File: config.mk
export PLATFORM = sky130hd
export DESIGN_NAME = bounded_lifo_drop_oldest
export DESIGN_NICKNAME = d
export VERILOG_FILES = /design/src/hdl/bldo_pkg.sv /design/src/hdl/bldo_ram.sv /design/src/hdl/bounded_lifo_drop_oldest.sv
export SDC_FILE = /design/constraint.sdc
export NUM_CORES = 2
export LEC_CHECK = 0
export ABC_AREA = 1
export ABC_CLOCK_PERIOD_IN_PS = 11800
export BUFFER_PORTS_ARGS = -buffer_cell sky130_fd_sc_hd__buf_2
export CELL_PAD_IN_SITES_DETAIL_PLACEMENT = 2
export CELL_PAD_IN_SITES_GLOBAL_PLACEMENT = 2
export CORE_UTILIZATION = 44
export DETAILED_ROUTE_END_ITERATION = 10
export HOLD_SLACK_MARGIN = 0.08
export PLACE_DENSITY = 0.93
export SYNTH_ARGS = -nofsm -noshare
export SYNTH_HDL_FRONTEND = slang
export SYNTH_SLANG_ARGS = --single-unit
File: constraint.sdc
create_clock -name clk_i -period 11.8 [get_ports clk_i]
set_input_delay 1.77 -clock clk_i [delete_from_list [all_inputs] [get_ports clk_i]]
set_output_delay 1.77 -clock clk_i [all_outputs]
set_load 0.01 [all_outputs]
File: src/hdl/bldo_pkg.sv
// Shared types and constants for the bounded drop-oldest LIFO.
// No dependencies; imported by the top level.
`timescale 1ns / 1ps

package bldo_pkg;

  localparam int unsigned OP_W    = 3;
  localparam int unsigned CAP_W   = 5;
  localparam int unsigned LIMIT_W = 5;
  localparam int unsigned DEPTH_W = 5;
  localparam int unsigned COUNT_W = 32;

  typedef enum logic [OP_W-1:0] {
    OP_PUSH     = 3'd0,
    OP_POP      = 3'd1,
    OP_PEEK     = 3'd2,
    OP_READ_ALL = 3'd3,
    OP_CLEAR    = 3'd4
  } op_e;

  // Per-item fields carried alongside data coming back from the store
  typedef struct packed {
    logic [DEPTH_W-1:0] depth;
    logic [COUNT_W-1:0] count;
  } meta_t;

endpackage

File: src/hdl/bldo_ram.sv
// Generic single-write, single-read RAM with registered read data.
// No dependencies; read data holds while no read is issued.
`timescale 1ns / 1ps

module bldo_ram #(
  parameter int unsigned WIDTH = 64,
  parameter int unsigned DEPTH = 16
) (
  input  logic                                  clk_i,
  input  logic                                  we_i,
  input  logic [(DEPTH > 1 ? $clog2(DEPTH) : 1)-1:0] waddr_i,
  input  logic [WIDTH-1:0]                      wdata_i,
  input  logic                                  re_i,
  input  logic [(DEPTH > 1 ? $clog2(DEPTH) : 1)-1:0] raddr_i,
  output logic [WIDTH-1:0]                      rdata_o
);

  logic [WIDTH-1:0] mem_q [DEPTH];
  logic [WIDTH-1:0] rdata_q;

  always_ff @(posedge clk_i) begin
    if (we_i) begin
      mem_q[waddr_i] <= wdata_i;
    end
    if (re_i) begin
      rdata_q <= mem_q[raddr_i];
    end
  end

  assign rdata_o = rdata_q;

endmodule

File: src/hdl/bounded_lifo_drop_oldest.sv
// Bounded LIFO with drop-oldest overwrite, entries kept in a circular RAM.
// Depends on bldo_pkg and bldo_ram.
`timescale 1ns / 1ps

// Usage:
//   Input channel (in_valid_i / in_stall_o) takes one word per operation:
//   op_i selects push, pop, peek, read-all or clear; entry_in_i is the push
//   payload, read_limit_i bounds read-all. Output channel (out_valid_o /
//   out_stall_i) returns result words; last_o marks the final one per item.
//   cfg_we_i writes capacity (0 acts as 1, above DEPTH acts as DEPTH) and
//   must only be written while the block is idle; nothing checks this.
//   Push, clear, failed pop/peek, empty read-all, unknown ops: the result
//   is registered at accept and shows in the next cycle; one item per
//   cycle while drained. Pop, peek and read-all: each RAM read goes to the
//   RAM read data register, then the output register; no op is taken
//   until the read stage is empty. Read-all gives one entry per cycle while
//   the output is not stalled; the single RAM read port sets that rate.
//   Input stalls while reads are in flight or the output is full and stalled.
//   Reset empties the stack, clears the operation counter and sets capacity
//   to 16; RAM contents are not cleared and are only read once written.
//   A stalled output holds its word; the RAM read data register acts as a
//   second stage, so read-all resumes without a bubble.

module bounded_lifo_drop_oldest
  import bldo_pkg::*;
#(
  parameter int unsigned DEPTH      = 16,
  parameter int unsigned ENTRY_BITS = 64
) (
  input  logic                  clk_i,
  input  logic                  rst_ni,
  input  logic                  cfg_we_i,
  input  logic [CAP_W-1:0]      cfg_data_i,
  input  logic                  in_valid_i,
  output logic                  in_stall_o,
  input  logic [OP_W-1:0]       op_i,
  input  logic [ENTRY_BITS-1:0] entry_in_i,
  input  logic [LIMIT_W-1:0]    read_limit_i,
  output logic                  out_valid_o,
  input  logic                  out_stall_i,
  output logic                  ok_o,
  output logic [ENTRY_BITS-1:0] entry_out_o,
  output logic [DEPTH_W-1:0]    depth_now_o,
  output logic [COUNT_W-1:0]    op_count_o,
  output logic                  last_o
);

  localparam int unsigned AW = (DEPTH > 1) ? $clog2(DEPTH) : 1;
  localparam int unsigned CW = $clog2(DEPTH + 1);
  localparam int unsigned MW = (CW > LIMIT_W) ? CW : LIMIT_W;
  localparam logic [AW-1:0] LAST_SLOT = AW'(DEPTH - 1);

  function automatic logic [AW-1:0] slot_inc(input logic [AW-1:0] s);
    slot_inc = (s == LAST_SLOT) ? '0 : AW'(s + 1'b1);
  endfunction

  function automatic logic [AW-1:0] slot_dec(input logic [AW-1:0] s);
    slot_dec = (s == '0) ? LAST_SLOT : AW'(s - 1'b1);
  endfunction

  // Architectural state
  logic [CAP_W-1:0]   cap_q;
  logic [AW-1:0]      top_q, top_d;
  logic [CW-1:0]      held_q, held_d;
  logic [COUNT_W-1:0] cnt_q, cnt_d;

  // Store read stream
  logic [CW-1:0]      rem_q, rem_d;
  logic [AW-1:0]      rd_slot_q, rd_slot_d;
  logic               rd_vld_q, rd_vld_d;
  logic               rd_last_q, rd_last_d;
  meta_t              meta_q, meta_d;

  // Output register
  logic                  out_vld_q, out_vld_d;
  logic                  out_ok_q, out_ok_d;
  logic [ENTRY_BITS-1:0] out_entry_q, out_entry_d;
  logic [DEPTH_W-1:0]    out_depth_q, out_depth_d;
  logic [COUNT_W-1:0]    out_cnt_q, out_cnt_d;
  logic                  out_last_q, out_last_d;

  logic                  busy, acc, issue_first, stream_issue, rd_consume, direct;
  logic                  is_read_all;
  logic [MW-1:0]         cap_eff, held_ext, limit_ext, n_ext;
  logic [CW-1:0]         n;
  logic                  ram_we, ram_re;
  logic [AW-1:0]         ram_raddr;
  logic [ENTRY_BITS-1:0] ram_rdata;

  assign busy       = (rem_q != '0) || rd_vld_q;
  assign in_stall_o = busy || (out_vld_q && out_stall_i);
  assign acc        = in_valid_i && !in_stall_o;
  assign rd_consume = rd_vld_q && (!out_vld_q || !out_stall_i);
  assign stream_issue = (rem_q != '0) && (!rd_vld_q || rd_consume);

  assign cap_eff = (cap_q == '0) ? MW'(1) :
                   (MW'(cap_q) > MW'(DEPTH)) ? MW'(DEPTH) : MW'(cap_q);
  assign held_ext  = MW'(held_q);
  assign limit_ext = MW'(read_limit_i);
  assign n_ext     = (limit_ext < held_ext) ? limit_ext : held_ext;
  assign n         = CW'(n_ext);
  assign is_read_all = (op_i == OP_READ_ALL);

  always_comb begin
    top_d       = top_q;
    held_d      = held_q;
    cnt_d       = cnt_q;
    ram_we      = 1'b0;
    issue_first = 1'b0;
    if (acc) begin
      unique case (op_e'(op_i))
        OP_PUSH: begin
          cnt_d  = cnt_q + 1'b1;
          top_d  = slot_inc(top_q);
          ram_we = 1'b1;
          held_d = (held_ext < cap_eff) ? CW'(held_q + 1'b1) : CW'(cap_eff);
        end
        OP_POP: begin
          if (held_q != '0) begin
            issue_first = 1'b1;
            cnt_d       = cnt_q + 1'b1;
            top_d       = slot_dec(top_q);
            held_d      = CW'(held_q - 1'b1);
          end
        end
        OP_PEEK: begin
          issue_first = (held_q != '0);
        end
        OP_READ_ALL: begin
          issue_first = (n != '0);
        end
        OP_CLEAR: begin
          held_d = '0;
          top_d  = '0;
        end
        default: begin
        end
      endcase
    end
  end

  assign direct    = acc && !issue_first;
  assign ram_re    = issue_first || stream_issue;
  assign ram_raddr = issue_first ? top_q : rd_slot_q;

  always_comb begin
    rem_d     = rem_q;
    rd_slot_d = rd_slot_q;
    rd_last_d = rd_last_q;
    meta_d    = meta_q;
    if (issue_first) begin
      rem_d        = is_read_all ? CW'(n - 1'b1) : '0;
      rd_slot_d    = slot_dec(top_q);
      rd_last_d    = is_read_all ? (n == CW'(1)) : 1'b1;
      meta_d.depth = DEPTH_W'(MW'(held_d));
      meta_d.count = cnt_d;
    end else if (stream_issue) begin
      rem_d     = CW'(rem_q - 1'b1);
      rd_slot_d = slot_dec(rd_slot_q);
      rd_last_d = (rem_q == CW'(1));
    end
    rd_vld_d = ram_re ? 1'b1 : (rd_consume ? 1'b0 : rd_vld_q);
  end

  // Result words: direct results at accept, store data when the stage drains
  always_comb begin
    out_ok_d    = out_ok_q;
    out_entry_d = out_entry_q;
    out_depth_d = out_depth_q;
    out_cnt_d   = out_cnt_q;
    out_last_d  = out_last_q;
    out_vld_d   = out_vld_q && out_stall_i;
    if (direct) begin
      out_vld_d   = 1'b1;
      out_ok_d    = (op_i == OP_PUSH) || (op_i == OP_CLEAR);
      out_entry_d = '0;
      out_depth_d = DEPTH_W'(MW'(held_d));
      out_cnt_d   = cnt_d;
      out_last_d  = 1'b1;
    end else if (rd_consume) begin
      out_vld_d   = 1'b1;
      out_ok_d    = 1'b1;
      out_entry_d = ram_rdata;
      out_depth_d = meta_q.depth;
      out_cnt_d   = meta_q.count;
      out_last_d  = rd_last_q;
    end
  end

  always_ff @(posedge clk_i or negedge rst_ni) begin
    if (!rst_ni) begin
      cap_q     <= CAP_W'(16);
      top_q     <= '0;
      held_q    <= '0;
      cnt_q     <= '0;
      rem_q     <= '0;
      rd_vld_q  <= 1'b0;
      out_vld_q <= 1'b0;
    end else begin
      if (cfg_we_i) begin
        cap_q <= cfg_data_i;
      end
      top_q     <= top_d;
      held_q    <= held_d;
      cnt_q     <= cnt_d;
      rem_q     <= rem_d;
      rd_vld_q  <= rd_vld_d;
      out_vld_q <= out_vld_d;
    end
  end

  always_ff @(posedge clk_i) begin
    rd_slot_q   <= rd_slot_d;
    rd_last_q   <= rd_last_d;
    meta_q      <= meta_d;
    out_ok_q    <= out_ok_d;
    out_entry_q <= out_entry_d;
    out_depth_q <= out_depth_d;
    out_cnt_q   <= out_cnt_d;
    out_last_q  <= out_last_d;
  end

  // Writes only happen at push accept; reads only at a pop, peek or read-all
  // accept or while the input stalls, so no cycle both writes and reads.
  bldo_ram #(
    .WIDTH (ENTRY_BITS),
    .DEPTH (DEPTH)
  ) u_store (
    .clk_i   (clk_i),
    .we_i    (ram_we),
    .waddr_i (top_d),
    .wdata_i (entry_in_i),
    .re_i    (ram_re),
    .raddr_i (ram_raddr),
    .rdata_o (ram_rdata)
  );

  assign out_valid_o = out_vld_q;
  assign ok_o        = out_ok_q;
  assign entry_out_o = out_entry_q;
  assign depth_now_o = out_depth_q;
  assign op_count_o  = out_cnt_q;
  assign last_o      = out_last_q;

  a_no_accept_in_flight : assert property (@(posedge clk_i) disable iff (!rst_ni)
    rd_vld_q |-> in_stall_o)
    else $error("input accepted while store data in flight");

  a_stream_fed : assert property (@(posedge clk_i) disable iff (!rst_ni)
    (rem_q != '0) |-> rd_vld_q)
    else $error("read-all stream lost its data stage");

  a_not_last_has_more : assert property (@(posedge clk_i) disable iff (!rst_ni)
    (rd_vld_q && !rd_last_q) |-> (rem_q != '0))
    else $error("non-final read with nothing remaining");

  a_no_rw_same_cycle : assert property (@(posedge clk_i) disable iff (!rst_ni)
    ram_we |-> !ram_re)
    else $error("store written and read in the same cycle");

endmodule
; Word-level counts from Yosys, hierarchy flattened
; Memory sizes are Yosys's and may differ from the RTL's. A register that Yosys moved wholly into a read port is not among the register bits.
; Index checks and enable logic that the tools add are counted.
[word_totals]
latch_bits = 0
ram_bits = 1024
ff_bits = 198
out_inout_bits = 105
n_memories = 1
rom_bits = 0
inputBits = 82
word_cells = 103
[mem_list]
columns = memory, words, word_bits, rd, rd_clocked_by_memory_dff, wr, line_no
row1 = u_store.mem_q, 16, 64, 1, 1, 1, bldo_ram.sv:18  ; logic [WIDTH-1:0] mem_q [DEPTH];
[op_classes]
n_bitwise = 0
eq_ne = 7
addsub = 8
n_lt_le_gt_ge = 3
reduce_logical = 26
multipliers = 0
div = 0
muxes = 42
shift = 0
[op_table]
columns = operator, n
row1 = 32-bit 2-to-1 mux, 4
row2 = 32-bit case mux with 2 select lines, 1
row3 = 5-bit 2-to-1 mux, 11
row4 = "32-bit by 1-bit adder with 32-bit output, second input constant", 1
row5 = 4-bit 2-to-1 mux, 8
row6 = 1-bit 2-to-1 mux, 15
row7 = 5-bit case mux with 3 select lines, 1
row8 = 5-bit nonzero test, 3
row9 = "5-bit by 1-bit subtractor with 5-bit output, second input constant", 3
row10 = 4-bit case mux with 3 select lines, 1
row11 = "5-bit by 1-bit equality test with 1-bit output, second input constant", 2
row12 = 5-bit less-than comparator, 2
row13 = 4-bit logical NOT, 2
row14 = "4-bit by 1-bit subtractor with 4-bit output, second input constant", 2
row15 = "3-bit by 2-bit equality test with 1-bit output, second input constant", 2
row16 = 1-bit logical OR, 6
row17 = 2-bit nonzero test, 3
row18 = "5-bit by 1-bit adder with 5-bit output, second input constant", 1
row19 = "5-bit greater-than comparator, second input constant", 1
row20 = 1-bit logical AND, 5
row21 = 1-bit logical NOT, 5
row22 = 5-bit logical NOT, 1
row23 = "4-bit by 1-bit adder with 4-bit output, second input constant", 1
row24 = "4-bit equality test, second input constant", 1
row25 = other kinds (4), 4

; Depth between registers and ports, before layout
[logic_depth]
word_depth = 9
mapped_depth = 24
depth_no_buf = 21

; By module
; A second synthesis with hierarchy kept.
[unflattened]
hier_cells = 5376
hier_area_um2 = 55813.5
[modules_own_cells]
columns = module, seq_area_each_um2, instances, area_per_inst_um2, cells_each
row1 = bldo_ram, 32671.3, 1, 45899.0, 4210
row2 = bounded_lifo_drop_oldest, 5031.1, 1, 9914.5, 1166

; Least setup slack after synthesis
; Ideal clock, no wire load.
[synth_path]
path_type = input to register
from = input port out_stall_i
to = memory u_store.mem_q[0][0], enable pin
arrival_ps = 5851
cell_stages = 11
required_time_ps = 11314
slack_ps = 5463
path_buffers = 0
setup_ps = 486
cell_sequence = nand2_1 inv_1 nor3_2 nand2_1 nor2_2 inv_1 nor2_2 o21ai_0 nor3_1 nand2_1 nor2_1
[synth_between]
word_cells_on_any_way = 8
classes_between = mux (4) / reduce/logical (4)
[synth_lines]
columns = item, line_no
row1 = start: declaration, bounded_lifo_drop_oldest.sv:40  ; input logic out_stall_i,
row2 = 1-bit logical AND, bounded_lifo_drop_oldest.sv:91  ; assign in_stall_o = busy || (out_vld_q && out_stall_i);
row3 = 1-bit logical OR, bounded_lifo_drop_oldest.sv:91
row4 = 1-bit logical NOT, bounded_lifo_drop_oldest.sv:92  ; assign acc = in_valid_i && !in_stall_o;
row5 = 1-bit logical AND, bounded_lifo_drop_oldest.sv:92
row6 = 4-bit 2-to-1 mux, bounded_lifo_drop_oldest.sv:110  ; if (acc) begin
row7 = via top_d[2], bounded_lifo_drop_oldest.sv:63  ; logic [AW-1:0] top_q, top_d;
row8 = end: declaration, bldo_ram.sv:18
; The timed path passes the listed nets, and every way through them passes these cells.

; Final worst setup path
[layout_path]
from = input port read_limit_i[4]
to = register u_store.rdata_q[49], in the netlist u_store.rdata_o[49], read port of u_store.mem_q, data pin
[layout_between]
elab_chain_cells = 6
word_cells_on_any_way = 7
classes_between = order compare (1) / mux (4) / reduce/logical (2)
[layout_rtl]
columns = item, line_no
row1 = start: declaration, bounded_lifo_drop_oldest.sv:38  ; input logic [LIMIT_W-1:0] read_limit_i,
row2 = 5-bit less-than comparator, bounded_lifo_drop_oldest.sv:100  ; assign n_ext = (limit_ext < held_ext) ? limit_ext : held_ext;
row3 = 5-bit 2-to-1 mux (*), bounded_lifo_drop_oldest.sv:100
row4 = 5-bit nonzero test (*), bounded_lifo_drop_oldest.sv:130  ; issue_first = (n != '0);
row5 = 1-bit case mux with 3 select lines (*), bounded_lifo_drop_oldest.sv:111  ; unique case (op_e'(op_i))
row6 = 1-bit 2-to-1 mux (*), bounded_lifo_drop_oldest.sv:110
row7 = 4-bit 2-to-1 mux / 1-bit logical OR (equally long branches), "bounded_lifo_drop_oldest.sv:144, bounded_lifo_drop_oldest.sv:143"
row8 = end: declaration, bldo_ram.sv:19  ; logic [WIDTH-1:0] rdata_q;
; Every way passes the cells marked *; elsewhere a longest branch is shown, timed or not.
; A chain may end at the register's enable or synchronous reset.

==> results.py <==
metrics = {
    "min_path": {
        "holdCritPathClass": "flop to flop",
    },
    "die": {
        "die_x_um": 359.7,
        "rows": 130,
        "pin_count": 187,
        "die_y_um": 359.7,
        "start_util": 0.4459,
        "die-area_um2": 129300,
        "core_um2": 126200,
    },
    "final_layout": {
        "drive_gt1_frac": 0.08685,
        "syn_to_final_growth_pct": 12.43,
        "final_common_cell": "nand3_1",
        "final_nets": 5671,
        "fin_area_um2": 63280,
        "final_cell_mix": "1260 x nand3_1, 1241 x inv_1, 1168 x edfxtp_1, 1057 x nand2_1, 186 x buf_2",
    },
    "run_status": {
        "violations": "capacitance limit, slew limit",
        "outcome": "complete, but fails checks",
    },
    "pwr": {
        "power.leakage_nw": 27.39,
        "ir_worst_vdd_uv": 232.7,
        "p_per_area_nw_per_um2": 252.0,
    },
    "global_routing": {
        "grt_max_degree": 202,
        "grt_pass1_vias": 50850,
        "antenna_found_initial": 21,
        "grt_usage": 0.3894,
        "grt_first_pass_wirelength_mm": 368.7,
        "gr-total-overflow": 0,
    },
    "synthesis": {
        "synth-edff-count": 1168,
        "async_flop_share": 0.04121,
        "yosysSeqAreaShare": 0.6699,
        "synthTopCellsByArea": "edfxtp_1 62%, nand3_1 11%, inv_1 8.3%, nand2_1 7.1%, dfrtp_1 2.3%",
        "synth_nets": 5574,
        "synth_top_cell_by_area": "edfxtp_1",
        "synth_cell_types": 50,
        "synth-main-ff-cell": "edfxtp_1",
        "syn_area_um2": 56280,
        "syn_area_per_cell_um2": 10.29,
        "yosys_warnings": 0,
        "synth_cells": 5472,
        "ys_ff_latch": 1286,
        "synth.top_cell.area_share": 0.6232,
    },
    "routing": {
        "wl_per_cell_um": 37.63,
        "postRouteAntennaNets": 0,
        "dr_wl_met2_mm": 131.3,
        "drtPass1Iterations": 5,
        "post_drt_via_cell_ratio": 6.489,
        "routed.top_layer": "met5",
        "wl_mm": 276.9,
        "drt_iter0_drc": 6470,
        "drt-met1-wl_mm": 95.14,
        "vias": 47760,
        "drc": 0,
        "wl_met3_mm": 25.91,
    },
    "timing": {
        "final_max_slew_viol_count": 50,
        "max_freq_mhz": 123.6,
        "fin_crit_sh": 0.6856,
        "fin_setup_tns_ns": 0,
        "finClkSkew_ns": 0.05472,
        "worst_pin_slew_ns": 1.585,
        "period_minus_slack_ns": 8.090,
        "hold_violations": 0,
        "slew_headroom": -0.05912,
        "rsz0062_at_grt": "false",
        "setup_viol": 0,
    },
    "setup_path": {
        "cp_max_fo": 155,
        "cpMaxStageDelayCell": "buf_4",
        "cp.required_ns": 12.38,
        "cp_common_cell": "nand2_1",
        "criticalPathCategory": "input pin to flop",
        "cp_slowest_stage_delay_ns": 0.96,
        "cp-end-kind": "flop",
        "cp.arrival_ns": 8.67,
        "startpoint_type": "input pin",
        "crit_path_cell_trace": "buf_2, ha_1, nand2_1, inv_1, nand2_1, nand3_4, o21ai_0, ha_1, nand4_1, nand2_1, nand2_2, nand2_2, nand2_4, nand2_4, buf_12, buf_4, nand2_1, nand3_1, nand3_1, nand3_1, nand2_1",
    },
    "place": {
        "placed_area_um2": 58470,
        "io_buffers": 186,
        "routabilityCongestion": 0.8076,
        "dp_hpwl_mm": 122.5,
    },
    "cts": {
        "hold_buffers": 0,
        "cts_root_buf": "clkbuf_16",
        "post_cts_resized": 0,
        "clkTransAtPathRegs_ns": 0.08,
        "insertion_delay_ns": 0.88,
        "cts_buffer_depth": 3,
        "post_cts_buffers": 0,
        "cts_tree": "yes",
        "htree_levels": 4,
        "cts_buffers": 142,
        "cts.sinks": 1286,
    },
    "flow_run": {
        "drv_cap": 3,
    },
}
-- synth_stat cells, types with 2 or more instances --
| cell | n |
|---|---|
| dfrtp_1 | 52 |
| nor2_1 | 64 |
| or2_2 | 2 |
| a21oi_1 | 22 |
| o21ai_0 | 61 |
| nor4_1 | 5 |
| and3_1 | 2 |
| xor2_1 | 7 |
| ha_1 | 20 |
| o22ai_1 | 2 |
| nand2_2 | 6 |
| inv_1 | 1243 |
| a21o_1 | 2 |
| buf_1 | 9 |
| a31oi_1 | 4 |
| buf_6 | 4 |
| edfxtp_1 | 1168 |
| o211ai_1 | 69 |
| inv_2 | 3 |
| o21ai_1 | 4 |
| nand2_4 | 2 |
| nor2_2 | 2 |
| a22o_1 | 2 |
| o21ai_2 | 3 |
| dfxtp_1 | 65 |
| clkbuf_1 | 58 |
| nand3_1 | 1261 |
| buf_2 | 159 |
| nor3_1 | 18 |
| a2bb2oi_1 | 2 |
| nand2_1 | 1061 |
| a22oi_1 | 2 |
| o21a_1 | 2 |
| o31ai_1 | 5 |
| clkinv_1 | 2 |
| buf_4 | 52 |
| nand4_1 | 14 |
-- power by group --
| part | leakage (nW) | total, mW | internal (mW) | switching [mW] |
|---|---|---|---|---|
| logic | 13.3 | 5.28 | 1.20 | 4.08 |
| clock network | 2.34 | 4.98 | 2.71 | 2.27 |
| registers | 11.8 | 5.69 | 5.41 | 0.278 |
-- flip-flops by register name, indices dropped and copies added (netlist names), 4 cells and up --
name	cells
entry_out_o	64
rd_slot_q	4
cap_q	5
top_q	4
cnt_q	32
rem_q	5
held_ext	5
u_store.mem_q	1024
u_store.rdata_o	64
depth_now_o	5
meta_q	37
op_count_o	32
-- cell families after synthesis --
family,after synthesis,share of synthesized area
compound gates,185,0.02105
xor+xnor,8,0.001245
fa+ha+maj,20,0.004446
buf+inv,1530,0.1096
flops,1286,0.6699
mux,1,0.0001779
simple gates,2442,0.1936
-- cell type report --
cell class / instances / area (um^2)
fill: 12470 / 62940
sequential: 1286 / 37700
multi-input combinational: 2656 / 12640
inverter: 1248 / 4697
clock buffer: 168 / 3752
tap: 1650 / 2064
timing repair buffer: 235 / 1361
clock inverter: 95 / 1007
antenna: 21 / 52.55
-- worst max-delay path: cells and delay by family --
family                   cells  cell delay [ns]
adder cells (fa/ha/maj)      2             0.70
AO/OA/AOI/OAI                1             0.45
buffers and inverters        4             1.74
AND/OR/NAND/NOR             14             3.78
-- path summary, 6_finish.rpt --
path,startpoint,endpoint,slack [ns],depth (start not counted)
max,read_limit_i[4],u_store.rdata_o[49],3.71,21
min,u_store.rdata_o[54],entry_out_o[54],0.49,2
min reg2reg,u_store.rdata_o[54],entry_out_o[54],0.49,2
max in group asynchronous,rst_ni,cnt_q[22],10.07,2
min in group asynchronous,rst_ni,rem_q[0],1.12,2
max reg2reg,held_ext[4],u_store.rdata_o[49],3.93,21
-- stage by stage --
| stage | utilization | std cells | hold slack, ns | worst slack (ns) | power [mW] |
|---|---|---|---|---|---|
| 3_3_place_gp | 0.4632 | 7075 | 0.4661 | 4.178 | 9.807 |
| 3_5_place_dp | 0.4632 | 7075 | 0.4787 | 3.550 | 10.27 |
| 2_1_floorplan | - | 5472 | 0.4611 | 5.463 | 8.508 |
| 4_1_cts | 0.5009 | 7338 | 0.4951 | 4.180 | 15.44 |
| 5_1_grt | 0.5012 | 7350 | 0.5202 | 3.566 | 16.19 |
| 6_report | 0.5013 | 7359 | 0.4870 | 3.710 | 15.94 |
-- routing by layer --
metal,global-route usage,vias up
li1,-,18100
met1,0.4585,24250
met2,0.6515,3958
met3,0.07268,1435
met4,0.2576,18
met5,0,-
Power figures use the tool's default switching activity.
